<file path="config.mk">
export PLATFORM = sky130hd
export DESIGN_NAME = bfce_ctrl
export DESIGN_NICKNAME = d
export VERILOG_FILES = /design/src/sv/bfce_pkg.sv /design/src/sv/bfce_ctrl.sv
export VERILOG_INCLUDE_DIRS = /design/src /design/src/sv
export SDC_FILE = /design/constraint.sdc
export NUM_CORES = 1
export LEC_CHECK = 0
export BUFFER_PORTS_ARGS = -buffer_cell sky130_fd_sc_hd__buf_4
export CAP_MARGIN = 15
export CORE_ASPECT_RATIO = 1.4
export CORE_UTILIZATION = 43
export DETAILED_ROUTE_END_ITERATION = 16
export SETUP_SLACK_MARGIN = 0.05
export SLEW_MARGIN = 20
export SYNTH_ARGS = -nofsm -noshare
export SYNTH_HDL_FRONTEND = slang
export SYNTH_SLANG_ARGS = --single-unit
</file>
<file path="constraint.sdc">
create_clock -name clk -period 2.49 [get_ports clk]
set_input_delay 0.249 -clock clk [delete_from_list [all_inputs] [get_ports clk]]
set_output_delay 0.249 -clock clk [all_outputs]
set_load 0.02 [all_outputs]
</file>
<file path="src/sv/blowfish_cipher_engine_core_defines.svh">
// assertion macros for the cipher engine
`ifndef BLOWFISH_CIPHER_ENGINE_CORE_DEFINES_SVH
`define BLOWFISH_CIPHER_ENGINE_CORE_DEFINES_SVH

`ifndef SYNTHESIS
`define BFCE_ASSERT_NOW(lbl, expr) \
    lbl: assert property (@(posedge clk) disable iff (!rst_n) (expr)) \
        else $error("assertion failed");
`define BFCE_ASSERT_NEXT(lbl, ante, cons) \
    lbl: assert property (@(posedge clk) disable iff (!rst_n) (ante) |=> (cons)) \
        else $error("assertion failed");
`else
`define BFCE_ASSERT_NOW(lbl, expr)
`define BFCE_ASSERT_NEXT(lbl, ante, cons)
`endif

`endif

</file>
<file path="src/sv/bfce_pkg.sv">
`timescale 1ns / 1ps

package bfce_pkg;

    localparam int ROUNDS        = 16;
    localparam int PWORDS        = ROUNDS + 2;
    localparam int SBOX_WORDS    = 1024;
    localparam int TABLE_WORDS   = PWORDS + SBOX_WORDS;
    localparam int MAX_KEY_BYTES = 56;
    localparam int BOX_DEPTH     = 256;

    localparam logic [5:0] KEY_LEN_RESET = 6'd16;
    localparam logic [5:0] KEY_LEN_MAX   = 6'd56;
    localparam logic [3:0] LAST_ROUND    = 4'd15;
    localparam logic [4:0] P_LAST        = 5'd17;
    localparam logic [4:0] P_PENULT      = 5'd16;
    localparam logic [1:0] LAST_BYTE     = 2'd3;
    localparam logic [9:0] S_LAST_PAIR   = 10'd1022;
    localparam logic       CFG_KEY_LENGTH = 1'b0;

    typedef enum logic [2:0] {
        FUNC_LOAD_TABLE = 3'd0,
        FUNC_LOAD_KEY   = 3'd1,
        FUNC_KEY_SCHED  = 3'd2,
        FUNC_ENCRYPT    = 3'd3,
        FUNC_DECRYPT    = 3'd4
    } func_t;

    typedef enum logic [3:0] {
        ST_IDLE,
        ST_KEY_RD,
        ST_KEY_ACC,
        ST_RND_A,
        ST_RND_B,
        ST_FIN1,
        ST_FIN2,
        ST_WR_P,
        ST_WR_S0,
        ST_WR_S1,
        ST_OUT
    } state_t;

    typedef struct packed {
        logic       tbl_load;
        logic       key_load;
        logic       key_rd;
        logic       key_acc;
        logic       p_xor;
        logic       load_xy;
        logic       clr_xy;
        logic       round_a;
        logic       round_b;
        logic       fin1;
        logic       fin2;
        logic       p_wr2;
        logic       s_wr;
        logic       s_hi;
        logic       out_load;
        logic       out_kind;
        logic [4:0] p_idx;
        logic [5:0] key_addr;
        logic [9:0] s_addr;
    } cmd_t;

endpackage

</file>
<file path="src/sv/bfce_ctrl.sv">
`timescale 1ns / 1ps
`include "blowfish_cipher_engine_core_defines.svh"

module bfce_ctrl (
    input  logic           clk,
    input  logic           rst_n,
    input  logic           s_tvalid,
    output logic           s_tready,
    input  logic [2:0]     func,
    input  logic [5:0]     key_length,
    output logic           m_tvalid,
    input  logic           m_tready,
    output bfce_pkg::cmd_t cmd
);

    bfce_pkg::state_t state_reg, state_next;
    logic [3:0] rnd_reg, rnd_next;
    logic       dec_reg, dec_next;
    logic       sched_reg, sched_next;
    logic       sphase_reg, sphase_next;
    logic       kind_reg, kind_next;
    logic [5:0] k_reg, k_next;
    logic [1:0] bc_reg, bc_next;
    logic [4:0] w_reg, w_next;
    logic [4:0] pw_reg, pw_next;
    logic [9:0] s_idx_reg, s_idx_next;
    logic       m_tvalid_reg, m_tvalid_next;
    logic [5:0] len_eff;

    always_comb
    begin
        if (key_length == 6'd0)
        begin
            len_eff = 6'd1;
        end
        else if (key_length > bfce_pkg::KEY_LEN_MAX)
        begin
            len_eff = bfce_pkg::KEY_LEN_MAX;
        end
        else
        begin
            len_eff = key_length;
        end
    end

    always_ff @(posedge clk or negedge rst_n)
    begin
        if (!rst_n)
        begin
            state_reg    <= bfce_pkg::ST_IDLE;
            rnd_reg      <= '0;
            dec_reg      <= 1'b0;
            sched_reg    <= 1'b0;
            sphase_reg   <= 1'b0;
            kind_reg     <= 1'b0;
            k_reg        <= '0;
            bc_reg       <= '0;
            w_reg        <= '0;
            pw_reg       <= '0;
            s_idx_reg    <= '0;
            m_tvalid_reg <= 1'b0;
        end
        else
        begin
            state_reg    <= state_next;
            rnd_reg      <= rnd_next;
            dec_reg      <= dec_next;
            sched_reg    <= sched_next;
            sphase_reg   <= sphase_next;
            kind_reg     <= kind_next;
            k_reg        <= k_next;
            bc_reg       <= bc_next;
            w_reg        <= w_next;
            pw_reg       <= pw_next;
            s_idx_reg    <= s_idx_next;
            m_tvalid_reg <= m_tvalid_next;
        end
    end

    always_comb
    begin
        state_next    = state_reg;
        rnd_next      = rnd_reg;
        dec_next      = dec_reg;
        sched_next    = sched_reg;
        sphase_next   = sphase_reg;
        kind_next     = kind_reg;
        k_next        = k_reg;
        bc_next       = bc_reg;
        w_next        = w_reg;
        pw_next       = pw_reg;
        s_idx_next    = s_idx_reg;
        m_tvalid_next = m_tvalid_reg && !m_tready;
        s_tready      = 1'b0;
        cmd           = '0;
        cmd.key_addr  = k_reg;
        cmd.s_addr    = s_idx_reg;
        cmd.out_kind  = kind_reg;
        cmd.p_idx     = dec_reg ? (bfce_pkg::P_LAST - {1'b0, rnd_reg}) : {1'b0, rnd_reg};

        case (state_reg)
            bfce_pkg::ST_IDLE:
            begin
                s_tready = 1'b1;
                if (s_tvalid)
                begin
                    case (bfce_pkg::func_t'(func))
                        bfce_pkg::FUNC_LOAD_TABLE: cmd.tbl_load = 1'b1;
                        bfce_pkg::FUNC_LOAD_KEY:   cmd.key_load = 1'b1;
                        bfce_pkg::FUNC_KEY_SCHED:
                        begin
                            k_next     = '0;
                            bc_next    = '0;
                            w_next     = '0;
                            state_next = bfce_pkg::ST_KEY_RD;
                        end
                        bfce_pkg::FUNC_ENCRYPT, bfce_pkg::FUNC_DECRYPT:
                        begin
                            cmd.load_xy = 1'b1;
                            dec_next    = (bfce_pkg::func_t'(func) == bfce_pkg::FUNC_DECRYPT);
                            sched_next  = 1'b0;
                            kind_next   = 1'b0;
                            rnd_next    = '0;
                            state_next  = bfce_pkg::ST_RND_A;
                        end
                        default: ;
                    endcase
                end
            end
            bfce_pkg::ST_KEY_RD:
            begin
                cmd.key_rd = 1'b1;
                k_next     = ((k_reg + 6'd1) >= len_eff) ? 6'd0 : (k_reg + 6'd1);
                state_next = bfce_pkg::ST_KEY_ACC;
            end
            bfce_pkg::ST_KEY_ACC:
            begin
                cmd.p_idx = w_reg;
                bc_next   = bc_reg + 2'd1;
                if (bc_reg == bfce_pkg::LAST_BYTE)
                begin
                    cmd.p_xor = 1'b1;
                    if (w_reg == bfce_pkg::P_LAST)
                    begin
                        cmd.clr_xy  = 1'b1;
                        sched_next  = 1'b1;
                        sphase_next = 1'b0;
                        kind_next   = 1'b1;
                        dec_next    = 1'b0;
                        pw_next     = '0;
                        rnd_next    = '0;
                        state_next  = bfce_pkg::ST_RND_A;
                    end
                    else
                    begin
                        w_next     = w_reg + 5'd1;
                        state_next = bfce_pkg::ST_KEY_RD;
                    end
                end
                else
                begin
                    cmd.key_acc = 1'b1;
                    state_next  = bfce_pkg::ST_KEY_RD;
                end
            end
            bfce_pkg::ST_RND_A:
            begin
                cmd.round_a = 1'b1;
                state_next  = bfce_pkg::ST_RND_B;
            end
            bfce_pkg::ST_RND_B:
            begin
                cmd.round_b = 1'b1;
                rnd_next    = rnd_reg + 4'd1;
                state_next  = (rnd_reg == bfce_pkg::LAST_ROUND) ? bfce_pkg::ST_FIN1
                                                                : bfce_pkg::ST_RND_A;
            end
            bfce_pkg::ST_FIN1:
            begin
                cmd.fin1   = 1'b1;
                cmd.p_idx  = dec_reg ? 5'd0 : bfce_pkg::P_LAST;
                state_next = bfce_pkg::ST_FIN2;
            end
            bfce_pkg::ST_FIN2:
            begin
                cmd.fin2  = 1'b1;
                cmd.p_idx = dec_reg ? 5'd1 : bfce_pkg::P_PENULT;
                if (!sched_reg)
                begin
                    state_next = bfce_pkg::ST_OUT;
                end
                else if (!sphase_reg)
                begin
                    state_next = bfce_pkg::ST_WR_P;
                end
                else
                begin
                    state_next = bfce_pkg::ST_WR_S0;
                end
            end
            bfce_pkg::ST_WR_P:
            begin
                cmd.p_wr2  = 1'b1;
                cmd.p_idx  = pw_reg;
                pw_next    = pw_reg + 5'd2;
                rnd_next   = '0;
                state_next = bfce_pkg::ST_RND_A;
                if (pw_reg == bfce_pkg::P_PENULT)
                begin
                    sphase_next = 1'b1;
                    s_idx_next  = '0;
                end
            end
            bfce_pkg::ST_WR_S0:
            begin
                cmd.s_wr   = 1'b1;
                state_next = bfce_pkg::ST_WR_S1;
            end
            bfce_pkg::ST_WR_S1:
            begin
                cmd.s_wr   = 1'b1;
                cmd.s_hi   = 1'b1;
                cmd.s_addr = s_idx_reg | 10'd1;
                rnd_next   = '0;
                if (s_idx_reg == bfce_pkg::S_LAST_PAIR)
                begin
                    state_next = bfce_pkg::ST_OUT;
                end
                else
                begin
                    s_idx_next = s_idx_reg + 10'd2;
                    state_next = bfce_pkg::ST_RND_A;
                end
            end
            bfce_pkg::ST_OUT:
            begin
                if (!m_tvalid_reg || m_tready)
                begin
                    cmd.out_load  = 1'b1;
                    m_tvalid_next = 1'b1;
                    state_next    = bfce_pkg::ST_IDLE;
                end
            end
            default:
            begin
                state_next = bfce_pkg::ST_IDLE;
            end
        endcase
    end

    assign m_tvalid = m_tvalid_reg;

    `BFCE_ASSERT_NEXT(a_last_round_fin, (state_reg == bfce_pkg::ST_RND_B) && (rnd_reg == bfce_pkg::LAST_ROUND), state_reg == bfce_pkg::ST_FIN1)
    `BFCE_ASSERT_NOW(a_key_pos_in_range, (state_reg != bfce_pkg::ST_KEY_RD) || (k_reg < len_eff))
    `BFCE_ASSERT_NOW(a_word_in_range, w_reg <= bfce_pkg::P_LAST)
    `BFCE_ASSERT_NOW(a_sbox_pair_even, s_idx_reg[0] == 1'b0)
    `BFCE_ASSERT_NEXT(a_out_held, m_tvalid_reg && !m_tready, m_tvalid_reg)

endmodule

</file>
## Yosys cells after proc, flatten, opt, wreduce, memory -nomap -nowiden

Cells that the tools add are included.

- Flip-flop bits (word level): 40
- Logic and storage cells: 151
- Bits of input ports: 13
- Output and inout port bits: 39

- $lt $le $gt $ge: 2
- Multiplexer cells: 78
- Eq/ne operators: 29
- Reduce and logical (&&, ||, !) cells: 24
- $add $sub $neg: 7

Operators with widths:

| cell | number |
|---|---|
| $mux 5 | 9 |
| $pmux 4 s11 | 1 |
| $mux 4 | 9 |
| $mux 1 | 33 |
| $mux 6 | 5 |
| $mux 10 | 2 |
| $pmux 10 s2 | 1 |
| $pmux 5 s2 | 2 |
| $pmux 5 s4 | 1 |
| $eq 4x3->1 const B | 4 |
| $eq 4x4->1 const B | 4 |
| $pmux 4 s4 | 1 |
| $reduce_and 3->1 | 5 |
| $reduce_and 5->1 | 3 |
| $mux 2 | 7 |
| $ne 2x2->1 const B | 7 |
| $pmux 6 s2 | 1 |
| $add 10x2->10 const B | 1 |
| $eq 10x10->1 const B | 1 |
| $eq 5x5->1 const B | 2 |
| $eq 4x2->1 const B | 2 |
| $pmux 4 s2 | 1 |
| $reduce_bool 2->1 | 4 |
| $add 6x1->6 const B | 1 |
| 26 further kinds | 33 |

## Longest topological paths before layout

- Word-level depth: 6
- Depth in mapped cells: 9
- Mapped depth without buffers: 9

## Worst setup path after synthesis

OpenSTA, ideal clock, no wires.

- Path type: register to output
- Start: reg state_reg[3]
- End: out cmd[36] in the netlist's numbering
- Arrival: 1.976 ns
- Stages on the path, launching flop included: 7
- Data required time: 2.241 ns
- Path buffers: 2
- Setup slack: 0.265 ns
- Cell sequence: dfrtp_1 > buf_6 > or4_4 > buf_6 > inv_2 > nand2_1 > nor4_1

RTL lines:

| element | line | source |
|---|---|---|
| start: declaration | bfce_ctrl.sv:16 | `bfce_pkg::state_t state_reg, state_next;` |
| start signal: assignment | bfce_ctrl.sv:50 | `state_reg <= bfce_pkg::ST_IDLE;` |
| start signal: assignment | bfce_ctrl.sv:65 | `state_reg <= state_next;` |
| end: declaration | bfce_ctrl.sv:13 | `output bfce_pkg::cmd_t cmd` |

==> impl_table.tex <==
\begin{tabular}{lr}
\hline
Metric & Value \\
\hline
\multicolumn{2}{l}{\textbf{Outcome}} \\
Status & completed \\
\multicolumn{2}{l}{\textbf{Floorplanning}} \\
Die Span Y & approximately 94 um \\
Full die area & about 0.0064 mm\^{}2 \\
FP Rows & 33 \\
Core region area & around 0.0059 mm\^{}2 \\
Floorplan die width & 67.9 um \\
\# IOs & 52 \\
Initial Util & around 45\% \\
\multicolumn{2}{l}{\textbf{Logic synthesis}} \\
Synthesized flop and latch total & 38 \\
Area share of the leading cell type in the synthesized netlist & a little over a third \\
Yosys top cell by area & sky130\_fd\_sc\_hd\_\_dfrtp\_1 \\
Dominant cell by count in the synthesized netlist & sky130\_fd\_sc\_hd\_\_dfrtp\_1 \\
Predominant post-synthesis flop cell & sky130\_fd\_sc\_hd\_\_dfrtp\_1 \\
Count of flip-flops with a built-in enable after synthesis & 0 \\
Cells after synthesis & around 300 \\
Largest cells by area after synthesis & sky130\_fd\_sc\_hd\_\_dfrtp\_1 (36\%), sky130\_fd\_sc\_hd\_\_ha\_1 (7.2\%), sky130\_fd\_sc\_hd\_\_o21ai\_0 (4.4\%), sky130\_fd\_sc\_hd\_\_nor2\_1 (4.2\%), sky130\_fd\_sc\_hd\_\_nand2\_1 (3.7\%) \\
Mapped Avg Cell Area & 8.68 um\^{}2 \\
Yosys warns & 0 \\
Top cell types by occurrence after synthesis & sky130\_fd\_sc\_hd\_\_dfrtp\_1 (38), sky130\_fd\_sc\_hd\_\_nor2\_1 (29), sky130\_fd\_sc\_hd\_\_nand2\_1 (26) \\
Ys async rst share & between 90\% and 100\% \\
Combined area of all synthesized cells & between 0.002 and 0.003 mm\^{}2 \\
Cell variety after synth & a little under 60 \\
Syn nets & approximately 330 \\
Proportion of synthesized chip area in sequential cells & 36.4\% \\
\multicolumn{2}{l}{\textbf{Worst setup path}} \\
Critical Path Start & state\_reg[3]\$\_DFFE\_PN0P\_ \\
R2r endpoint & k\_reg[3]\$\_DFFE\_PN0P\_ \\
Reg2reg setup slack & approximately 0.30 ns \\
Number of cells on the worst reg-to-reg path & 9 \\
Critical Path AT & slightly above 2 ns \\
CP required & approximately 2.2 ns \\
Largest fanout of any net on the critical path & 15 \\
Critical-path cell with the highest stage delay & sky130\_fd\_sc\_hd\_\_or4\_4 \\
Worst setup SP type & flop \\
CP Capture Point & cmd[31] \\
Crit path cell chain & or4\_4, inv\_2, nand2\_1, a21oi\_1, buf\_4 \\
Critical Path End Type & primary output \\
Launching point of the worst reg2reg path & k\_reg[0]\$\_DFFE\_PN0P\_ \\
Peak per-stage delay on the critical path & around 0.64 ns \\
Class of the most critical setup path & reg -> out \\
\multicolumn{2}{l}{\textbf{STA}} \\
Tmin final & around 2.3 ns \\
Worst Hold Slack & between 0.2 and 0.3 ns \\
RSZ-0062 raised after global routing & no \\
Slew Limit Headroom & around two thirds \\
Final TNS setup & 0 ns \\
Setup skew after layout & between 0.009 and 0.01 ns \\
Final setup viols & 0 \\
Number of max-slew violations in the final report & 0 \\
Count of final hold-check violations & 0 \\
Maximum operating frequency & between 400 and 500 MHz \\
Final cycle utilization of the critical path & between 90\% and 100\% \\
Slew of the pin with the lowest slew margin & around 0.51 ns \\
Smallest setup slack after layout & between 0.15 and 0.2 ns \\
\multicolumn{2}{l}{\textbf{Final layout}} \\
Share of post-route cells with drive strength above 1 & about 23\% \\
Nets & about 380 \\
Flip-flop count of the largest register, all copies and words added & 9 \\
Number of antenna repair diodes & 0 \\
Area added between synthesis and finish & 20.0\% \\
\multicolumn{2}{l}{\textbf{Route}} \\
Total detailed-routing wirelength & 6.32 mm \\
DRC violation count after routing & 0 \\
1st-pass router iterations & 4 \\
Vias post-DR & approximately 2300 \\
Number of nets with antenna violations after routing & 0 \\
Number of DRC markers after the initial detailed-route iteration & 78 \\
Average via count per standard cell & $\sim$5.6 \\
Routed len/inst & between 15 and 20 um \\
\multicolumn{2}{l}{\textbf{Min path}} \\
Tightest Hold Check Type & in -> reg \\
\multicolumn{2}{l}{\textbf{Pwr}} \\
Internal cell power & around 1700 uW \\
Switching portion of total power & 45.8\% \\
P per Cell Area & between 1000 and 1500 mW/mm\^{}2 \\
Peak VDD IR & 696 uV \\
Share of total power in sequential cells & a little over a third \\
Static leakage & between 0.001 and 0.0015 uW \\
Sw power & about 1500 uW \\
Combinational fraction of design power & 50.5\% \\
Share of total power in the clock network & between 10\% and 20\% \\
\multicolumn{2}{l}{\textbf{Placement}} \\
Worst slack at placement & approximately 0.35 ns \\
IO Port Bufs & 51 \\
Detailed placer's ending HPWL & 4.74 mm \\
RD Place Congestion & 0.776 \\
\multicolumn{2}{l}{\textbf{Clock tree}} \\
Clock insertion delay at the later pin of the skew report & 0.30 ns \\
Post-CTS Repair Setup Buffers & 0 \\
Clock transition at path regs & 0.08 ns \\
H-tree depth & 2 \\
Largest buffer count on any clock path & 2 \\
Root buffer selected by CTS & sky130\_fd\_sc\_hd\_\_clkbuf\_8 \\
CTS tree & built \\
Number of clock sinks seen by CTS & 38 \\
Total clock buffers created by CTS & 5 \\
\multicolumn{2}{l}{\textbf{Flow run}} \\
\# Max-Cap Violations & 0 \\
\multicolumn{2}{l}{\textbf{GRT}} \\
Met3 Use GR & around 3.9\% \\
Grt ovf & 0 \\
Pin count of the biggest net entering global routing & 39 \\
First-pass GRT wire length & 10.5 mm \\
Met2 usage & roughly two fifths \\
Total global routing track utilization & 21.8\% \\
Initial antenna violation count & 0 \\
Met1 track demand over resource in global routing & between 20\% and 30\% \\
Via count of the first global-routing pass & around 2300 \\
Routing layer with the top usage in global route & met2 \\
\hline
\end{tabular}
[cells in the final DEF, fill, tap and decap left out, types with 10 or more instances in the layout]
master                     instances
sky130_fd_sc_hd__nand2b_1         10
sky130_fd_sc_hd__nand2_1          26
sky130_fd_sc_hd__ha_1             15
sky130_fd_sc_hd__buf_4            55
sky130_fd_sc_hd__dfrtp_1          34
sky130_fd_sc_hd__nor2_1           29
sky130_fd_sc_hd__a21oi_1          15
sky130_fd_sc_hd__inv_1            11
sky130_fd_sc_hd__o21ai_0          23
sky130_fd_sc_hd__nand3_1          13
[worst min-delay path by stage]
stage / startpoint / to / slack (ns) / depth (start not counted)
floorplan: rst_n / bc_reg[0]$_DFFE_PN0P_ / -0.05 / 0
global placement: rst_n / w_reg[2]$_DFFE_PN0P_ / 0.25 / 1
detailed placement: rst_n / w_reg[4]$_DFFE_PN0P_ / 0.26 / 1
CTS: m_tready / m_tvalid$_DFF_PN0_ / 0.27 / 3
global route: m_tready / m_tvalid$_DFF_PN0_ / 0.30 / 3
finish: m_tready / m_tvalid$_DFF_PN0_ / 0.27 / 3
[per-stage QoR]
| stage | instance area, um^2 | cells | util, % | power [uW] |
|---|---|---|---|---|
| finish | 3130 | 418 | 53.5 | 3170 |
| floorplan | 2610 | 301 | - | 2200 |
| CTS | 3120 | 418 | 53.3 | 3190 |
| detailed placement | 3020 | 409 | 51.5 | 2720 |
| global placement | 3020 | 409 | 51.5 | 2700 |
| global route | 3130 | 418 | 53.5 | 3450 |
[what timing repair did]
item                                   CTS  global route
endpoints found under the hold margin   38             0
hold buffers                             1             0
resized for setup                        1             5
setup endpoints to repair                1             5
[logic make-up after synthesis]
kind of cell / after synthesis / share of synthesized area, %
multiplexers: 3 / 1.15
adder cells (fa/ha/maj): 15 / 7.19
XOR/XNOR: 12 / 4.02
AND/OR/NAND/NOR: 125 / 26.3
flip-flops: 38 / 36.4
AO/OA/AOI/OAI: 79 / 19.6
buffers and inverters: 29 / 5.37
[layer usage]
layer  share of wire (%)  vias up
met1                  43     1121
met2                  51       46
met3                 3.9        8
li1                    -     1172
met5                   0        -
met4                 1.5        0
[area by class of cell]
cell class | instances | area (um^2)
Fill cell | 589 | 2730
Multi-Input combinational cell | 234 | 1530
Sequential cell | 38 | 956
Timing Repair Buffer | 56 | 423
Tap cell | 70 | 87.6
Clock buffer | 6 | 82.6
Inverter | 12 | 45.0
Clock inverter | 2 | 12.5
[power by group through the flow]
stage | sequential, uW | clock [uW] | combinational, uW
after global placement | 1110 | 0 | 1590
after CTS | 1100 | 467 | 1620
after detailed placement | 1110 | 0 | 1610
after floorplan | 962 | 0 | 1240
after global routing | 1150 | 491 | 1810
final | 1110 | 454 | 1600
[critical path: cells and delay by family (launching register included)]
family / cells / cell delay, ns
and+or+nand+nor: 2 / 0.72
DFF: 1 / 0.51
buffers and inverters: 2 / 0.29
AOI/OAI and AO/OA: 1 / 0.23
Note: power is estimated with default switching activity, not from simulation.
